===== src/rtl/grdf_pkg.sv =====
// Shared types and constants for the gamepad report to DBUS frame unit.
package grdf_pkg;

  localparam int unsigned CapDepth = 11;
  localparam int unsigned CntW     = 5;
  localparam logic [CntW-1:0] CntMax = 5'd31;

  localparam logic [15:0] HeaderRst = 16'd50593;
  localparam logic [10:0] LowRst    = 11'd364;
  localparam logic [10:0] HighRst   = 11'd1684;
  localparam logic [4:0]  MinLenRst = 5'd19;

  localparam logic [10:0] DivK  = 11'd1023;
  localparam logic [10:0] DivK2 = 11'd2046;
  localparam logic [11:0] DivK3 = 12'd3069;

  // key word bit positions
  localparam int unsigned KeyL1 = 6;
  localparam int unsigned KeyR1 = 7;
  localparam int unsigned KeyL2 = 8;
  localparam int unsigned KeyR2 = 9;
  localparam int unsigned KeyC1 = 10;
  localparam int unsigned KeyC2 = 11;

  // DBUS switch codes
  localparam logic [1:0] SwUp   = 2'd1;
  localparam logic [1:0] SwDown = 2'd2;
  localparam logic [1:0] SwMid  = 2'd3;

  typedef enum logic [1:0] {
    CFG_HEADER = 2'd0,
    CFG_LOW    = 2'd1,
    CFG_HIGH   = 2'd2,
    CFG_MINLEN = 2'd3
  } cfg_idx_e;

  // decoded report, handed from the front end to the mapping lanes
  typedef struct packed {
    logic [10:0] ld;
    logic [9:0]  lp;
    logic [9:0]  rd;
    logic [9:0]  rp;
    logic [1:0]  sw1;
    logic [1:0]  sw2;
    logic [15:0] keys;
    logic        mode;
  } report_t;

endpackage


===== src/rtl/grdf_front.sv =====
// Byte capture, report check, stick decode and board mode register.
module grdf_front import grdf_pkg::*; (
  input  logic        clk_i,
  input  logic        rst_ni,
  input  logic        in_valid_i,
  input  logic [7:0]  in_byte_i,
  input  logic        in_last_i,
  output logic        in_ready_o,
  input  logic        next_ready_i,
  input  logic [15:0] header_code_i,
  input  logic [4:0]  min_len_i,
  output logic        rep_valid_o,
  output report_t     rep_o
);

  logic [CntW-1:0] count_q, count_d, len;
  logic [7:0]      cap_q [CapDepth];
  logic [7:0]      b     [CapDepth];
  logic            mode_q, mode_d, new_mode;
  logic            rep_valid_q, accept, ok;
  report_t         rep_q, rep_d;
  logic [10:0]     rd_sum, rp_sum;

  assign in_ready_o = !rep_valid_q || next_ready_i;
  assign accept     = in_valid_i && in_ready_o;

  // current byte overrides the stored one at its own position
  always_comb begin
    for (int i = 0; i < CapDepth; i++) begin
      b[i] = (count_q == CntW'(i)) ? in_byte_i : cap_q[i];
    end
  end

  assign len = (count_q == CntMax) ? CntMax : count_q + 1'b1;
  assign ok  = (len >= min_len_i) && ({b[1], b[0]} == header_code_i);

  always_comb begin
    rep_d.keys = {b[10], b[9]};
    rep_d.ld   = (11'd1024 - {1'b0, b[2], 2'b00}) | {9'd0, b[3][7:6]};
    rep_d.lp   = {b[3][5:0], b[4][7:4]};
    rd_sum     = 11'd512 + {1'b0, b[4][3:0], b[5][7:2]};
    rp_sum     = 11'd512 + {1'b0, b[5][1:0], b[6]};
    if (mode_q) begin
      rep_d.rd = {b[4][3:0], b[5][7:2]};
      rep_d.rp = {b[5][1:0], b[6]};
    end else begin
      rep_d.rd = rd_sum[10:1];
      rep_d.rp = rp_sum[10:1];
    end
    if (rep_d.keys[KeyL1])      rep_d.sw1 = SwDown;
    else if (rep_d.keys[KeyL2]) rep_d.sw1 = SwUp;
    else                        rep_d.sw1 = SwMid;
    if (rep_d.keys[KeyR1])      rep_d.sw2 = SwMid;
    else if (rep_d.keys[KeyR2]) rep_d.sw2 = SwUp;
    else                        rep_d.sw2 = SwDown;
    if (rep_d.keys[KeyC2])      new_mode = 1'b0;
    else if (rep_d.keys[KeyC1]) new_mode = 1'b1;
    else                        new_mode = mode_q;
    rep_d.mode = new_mode;
  end

  always_comb begin
    count_d = count_q;
    mode_d  = mode_q;
    if (accept) begin
      count_d = in_last_i ? '0 : len;
      if (in_last_i && ok) mode_d = new_mode;
    end
  end

  always_ff @(posedge clk_i or negedge rst_ni) begin
    if (!rst_ni) begin
      count_q     <= '0;
      mode_q      <= 1'b1;
      rep_valid_q <= 1'b0;
    end else begin
      count_q <= count_d;
      mode_q  <= mode_d;
      if (in_ready_o) rep_valid_q <= accept && in_last_i && ok;
    end
  end

  always_ff @(posedge clk_i) begin
    for (int i = 0; i < CapDepth; i++) begin
      if (accept && count_q == CntW'(i)) cap_q[i] <= in_byte_i;
    end
    if (in_ready_o) rep_q <= rep_d;
  end

  assign rep_valid_o = rep_valid_q;
  assign rep_o       = rep_q;

endmodule


===== src/rtl/grdf_lane.sv =====
// One stick channel: registered product, then divide by 1023 and offset.
module grdf_lane import grdf_pkg::*; (
  input  logic        clk_i,
  input  logic        en_i,
  input  logic [10:0] value_i,
  input  logic [10:0] dbus_low_i,
  input  logic [10:0] dbus_high_i,
  output logic [15:0] mapped_o
);

  logic signed [11:0] diff;
  logic signed [23:0] prod_d, prod_q;
  logic [23:0]        mag;
  logic [11:0]        hi_part;
  logic [12:0]        rem;
  logic [1:0]         corr;
  logic [11:0]        quo;

  assign diff   = $signed({1'b0, dbus_high_i}) - $signed({1'b0, dbus_low_i});
  assign prod_d = $signed({1'b0, value_i}) * diff;

  always_ff @(posedge clk_i) begin
    if (en_i) prod_q <= prod_d;
  end

  // x / 1023 with x = 1024a + b: quotient a plus floor((a + b) / 1023)
  always_comb begin
    mag     = prod_q[23] ? 24'(-prod_q) : prod_q;
    hi_part = mag[21:10];
    rem     = {1'b0, hi_part} + {3'b000, mag[9:0]};
    if (rem >= {1'b0, DivK3})          corr = 2'd3;
    else if (rem >= {2'b00, DivK2})    corr = 2'd2;
    else if (rem >= {2'b00, DivK})     corr = 2'd1;
    else                               corr = 2'd0;
    quo = hi_part + {10'd0, corr};
    if (prod_q[23]) mapped_o = {5'd0, dbus_high_i} + {4'd0, quo};
    else            mapped_o = {5'd0, dbus_high_i} - {4'd0, quo};
  end

endmodule


===== src/rtl/gamepad_report_to_dbus_frame_unit.sv =====
// Top level of the gamepad report to DBUS frame unit.
//
// Input stream: one report byte per item on s_axis_tdata, tlast on the
// final byte. The final byte closes the report; a report that is too short
// or has the wrong header word is dropped and gives no output item.
// Output stream: one item per good report, tdata holding the six DBUS bytes
// and the key word, tuser the target (1 chassis, 0 arm).
// Config: cfg_we_i writes register cfg_idx_i with cfg_data_i at the edge.
// The user must write only while the unit is idle; nothing enforces it.
// Throughput: one byte per cycle, back to back, reports of any length,
// while no stall holds the input (see below). Path: the decode register
// loads on the edge that takes an item's last byte, then the product
// register, then the output register, which drives the output item.
// Stall: each stage holds while the one after it is full and stalled; an
// empty stage still takes data, so input keeps flowing until every stage
// holds a report. Once the decode stage holds a stalled report, every byte
// waits, closing or not.
// Reset: byte count cleared, board mode set to chassis, config registers
// back to their defaults, no item pending. Capture bytes are not cleared.
module gamepad_report_to_dbus_frame_unit import grdf_pkg::*; (
  input  logic        clk_i,
  input  logic        rst_ni,
  // config write port
  input  logic        cfg_we_i,
  input  logic [1:0]  cfg_idx_i,
  input  logic [15:0] cfg_data_i,
  // report byte stream
  input  logic        s_axis_tvalid,
  output logic        s_axis_tready,
  input  logic [7:0]  s_axis_tdata,   // data_byte
  input  logic        s_axis_tlast,   // last_of_report
  // DBUS frame stream
  output logic        m_axis_tvalid,
  input  logic        m_axis_tready,
  output logic [63:0] m_axis_tdata,   // frame_byte0..frame_byte5, key_word
  output logic        m_axis_tuser    // to_chassis
);

  logic [15:0] header_q;
  logic [10:0] low_q, high_q;
  logic [4:0]  minlen_q;

  logic        rep_valid;
  report_t     rep;
  logic        prod_valid_q, out_valid_q;
  logic        prod_ready, out_ready;
  logic [1:0]  sw1_q, sw2_q;
  logic [15:0] keys_q;
  logic        mode_q;
  logic [15:0] mld, mlp, mrd, mrp;
  logic [63:0] tdata_q, tdata_d;
  logic        tuser_q;

  // config registers
  always_ff @(posedge clk_i or negedge rst_ni) begin
    if (!rst_ni) begin
      header_q <= HeaderRst;
      low_q    <= LowRst;
      high_q   <= HighRst;
      minlen_q <= MinLenRst;
    end else if (cfg_we_i) begin
      unique case (cfg_idx_e'(cfg_idx_i))
        CFG_HEADER: header_q <= cfg_data_i;
        CFG_LOW:    low_q    <= cfg_data_i[10:0];
        CFG_HIGH:   high_q   <= cfg_data_i[10:0];
        CFG_MINLEN: minlen_q <= cfg_data_i[4:0];
      endcase
    end
  end

  // per-stage handshake: a stage loads when it is empty or drains
  assign out_ready  = !out_valid_q || m_axis_tready;
  assign prod_ready = !prod_valid_q || out_ready;

  grdf_front u_front (
    .clk_i        (clk_i),
    .rst_ni       (rst_ni),
    .in_valid_i   (s_axis_tvalid),
    .in_byte_i    (s_axis_tdata),
    .in_last_i    (s_axis_tlast),
    .in_ready_o   (s_axis_tready),
    .next_ready_i (prod_ready),
    .header_code_i(header_q),
    .min_len_i    (minlen_q),
    .rep_valid_o  (rep_valid),
    .rep_o        (rep)
  );

  grdf_lane u_lane_ld (
    .clk_i(clk_i), .en_i(prod_ready), .value_i(rep.ld),
    .dbus_low_i(low_q), .dbus_high_i(high_q), .mapped_o(mld)
  );
  grdf_lane u_lane_lp (
    .clk_i(clk_i), .en_i(prod_ready), .value_i({1'b0, rep.lp}),
    .dbus_low_i(low_q), .dbus_high_i(high_q), .mapped_o(mlp)
  );
  grdf_lane u_lane_rd (
    .clk_i(clk_i), .en_i(prod_ready), .value_i({1'b0, rep.rd}),
    .dbus_low_i(low_q), .dbus_high_i(high_q), .mapped_o(mrd)
  );
  grdf_lane u_lane_rp (
    .clk_i(clk_i), .en_i(prod_ready), .value_i({1'b0, rep.rp}),
    .dbus_low_i(low_q), .dbus_high_i(high_q), .mapped_o(mrp)
  );

  // side fields travel alongside the product stage
  always_ff @(posedge clk_i) begin
    if (prod_ready) begin
      sw1_q  <= rep.sw1;
      sw2_q  <= rep.sw2;
      keys_q <= rep.keys;
      mode_q <= rep.mode;
    end
  end

  // DBUS packing, 11 bits per channel in the order rd, rp, ld, lp
  always_comb begin
    tdata_d[7:0]   = mrd[7:0];
    tdata_d[15:8]  = mrd[15:8] | {mrp[4:0], 3'b000};
    tdata_d[23:16] = mrp[12:5] | {mld[1:0], 6'd0};
    tdata_d[31:24] = mld[9:2];
    tdata_d[39:32] = {2'b00, mld[15:10]} | {mlp[6:0], 1'b0};
    tdata_d[47:40] = {sw2_q, sw1_q, 4'd0} | mlp[14:7];
    tdata_d[63:48] = keys_q;
  end

  always_ff @(posedge clk_i or negedge rst_ni) begin
    if (!rst_ni) begin
      prod_valid_q <= 1'b0;
      out_valid_q  <= 1'b0;
    end else begin
      if (prod_ready) prod_valid_q <= rep_valid;
      if (out_ready)  out_valid_q  <= prod_valid_q;
    end
  end

  always_ff @(posedge clk_i) begin
    if (out_ready) begin
      tdata_q <= tdata_d;
      tuser_q <= mode_q;
    end
  end

  assign m_axis_tvalid = out_valid_q;
  assign m_axis_tdata  = tdata_q;
  assign m_axis_tuser  = tuser_q;

endmodule


===== config.mk =====
export PLATFORM = sky130hd
export DESIGN_NAME = gamepad_report_to_dbus_frame_unit
export DESIGN_NICKNAME = d
export VERILOG_FILES = /design/src/rtl/grdf_pkg.sv /design/src/rtl/grdf_front.sv /design/src/rtl/grdf_lane.sv /design/src/rtl/gamepad_report_to_dbus_frame_unit.sv
export SDC_FILE = /design/constraint.sdc
export NUM_CORES = 2
export LEC_CHECK = 0
export BUFFER_PORTS_ARGS = -buffer_cell sky130_fd_sc_hd__buf_2
export CAP_MARGIN = 10
export CELL_PAD_IN_SITES_DETAIL_PLACEMENT = 0
export CELL_PAD_IN_SITES_GLOBAL_PLACEMENT = 1
export CORE_ASPECT_RATIO = 0.6
export CORE_MARGIN = 1
export CORE_UTILIZATION = 47
export CTS_CLUSTER_SIZE = 30
export DETAILED_ROUTE_END_ITERATION = 12
export PLACE_DENSITY = 0.75
export SKIP_LAST_GASP = 1
export SLEW_MARGIN = 0
export SYNTH_ARGS = -nofsm -noshare
export SYNTH_HDL_FRONTEND = slang
export SYNTH_HIERARCHICAL = 1
export SYNTH_SLANG_ARGS = --single-unit

===== constraint.sdc =====
create_clock -name clk_i -period 8.6 [get_ports clk_i]
set_input_delay 0.43 -clock clk_i [delete_from_list [all_inputs] [get_ports clk_i]]
set_output_delay 0.43 -clock clk_i [all_outputs]
set_load 0.02 [all_outputs]

==> run summary <==
total CTS buffers: 40
crit end category: flop
CP top delay family: adder cells
clock sink total: 364
Placed Cells: 5776
initial drt markers: 2667
CP max FO: 3
die width: 396 µm
RSZ-0062 raised after global routing: true
Worst Path Buf+Inv: 6
grt ovf: 0
met3 usage: 0.0515
Core ar.: 0.0921 mm²
Crit. Startpoint: high_q[0]
final hold violation count: 0
max_slew headroom: 0.141
Least-Margin Pin Slew: 1.28 ns
Slew Viols, Final: 0
Worst Setup Start Kind: flop
largest net degree at the start of global routing: 68
DRC Markers: 16
Most Crowded Layer GR: met1
final setup vio count: 0
layout cells sized above 1: 0.117
total track usage: 0.234
die area: 0.0945 mm²
final worst slack: 0.456 ns
CP peak stage delay: 0.54 ns
initial antenna violation count: 10
worst r2r src: high_q[0]
clock period minus worst slack: 8.14 ns
CTS tree: yes
Post-layout nets: 5510
register clock-pin slew on the reported worst setup and hold paths: 0.08 ns
num rows: 86
Area Growth Syn to Fin: 8.08%
crit path DAT: 8.49 ns
vias in the first global route: 29500
f_max: 123 MHz
CP max stage cell: fa_1
H-tree Lvls: 2
Yosys Warn Count: 6
pre-CTS WS: 0.265 ns
failing checks: design-rule violations
# port buffers: 98
fin crit share: 0.947
drt first pass iters: 12
met2 Use GR: 0.302
Detailed Place HPWL: 87800 µm
Hold WC Path Type: in2reg
root cell of the clock tree: clkbuf_16
wire per inst: 18.7 µm
hold_sp: cfg_data_i[14]
dpl cell area: 0.0458 mm²
required time of the critical path: 8.95 ns
Clock Latency Late Sink: 0.61 ns
outcome: finished with violations
first-pass GRT wire length: 172000 µm
clock skew: 0.0302 ns
Post-Layout Cell Count: 5863
design area: 0.0474 mm²
vias: 31300
Post-Synthesis Cell Area: 0.0438 mm²
grt met1 use: 0.390
Clock Path Buffers: 3
Initial Util: 0.476
Final ANT Viol Nets: 0
synthesized area per cell: 9.69 µm²
die height: 239 µm
Max Cap Viol: 0
final WL: 110000 µm
Vias/cell: 5.33
Crit Path Category: reg2reg
GPL Wtd Cong: 0.906
Syn Inst Count: 4524
io pins: 99
==> routing by layer <==
metal,up-vias,share of wire
met3,81,0.087
met2,960,0.37
met1,15100,0.53
met5,-,0
met4,0,0.013
li1,15100,-
==> through the flow <==
stage	hold WS, ns	utilization	TNS (ns)
2_1_floorplan	0.134	-	0
3_3_place_gp	0.401	0.497	0
3_5_place_dp	0.405	0.497	0
4_1_cts	0.00460	0.513	0
5_1_grt	0.0276	0.514	-0.116
6_report	0.0448	0.514	0
==> sequential cells by signal (all words and copies together) (netlist names), 16 cells and up <==
signal	cells
m_axis_tdata	64
u_lane_lp/prod_q	23
u_lane_rd/prod_q	23
u_lane_rp/prod_q	23
keys_q	16
u_front/cap_q	72
u_lane_ld/prod_q	23
u_front/rep_o	62
header_q	16
==> worst paths after layout <==
kind                       depth (start not counted)                    to  slack (ns)
hold reg to reg                                    0      m_axis_tdata[60]        0.42
hold / removal                                     2          header_q[14]        0.04
setup reg to reg                                  33  u_lane_lp/prod_q[23]        0.46
max in group asynchronous                          3             high_q[1]        7.58
setup / recovery                                  33  u_lane_lp/prod_q[23]        0.46
min in group asynchronous                          3          header_q[12]        0.47
==> what timing repair did <==
item	4_1_cts	5_1_grt
resized for setup	0	29
hold buffers	1	0
endpoints found under the hold margin	31	0
setup endpoints to repair	0	20
buffers inserted	0	8
==> layout by cell type (no fill, tap or decap), types with 82 or more instances in the layout <==
master    count
ha_1        504
nor2_1      206
fa_1        376
buf_2        98
inv_1       742
o21ai_0     118
a21oi_1     168
nand2_1     380
buf_4        90
xnor2_1     246
edfxtp_1    312
and2_1      216
xor2_1       82
==> final cells by class <==
cell class,instances,area (µm²)
diodes,3,7.51
well taps,1232,1540
clock inverters,25,307
fillers,8587,44700
multi-input cells,3255,29800
inverters,746,2800
repair buffers,189,1180
flip-flops and latches,364,10700
clock buffers,49,1080
Power is left out: the tool's default activity adds up to more than one toggle a clock period on the data nets, which glitch-free logic cannot reach.
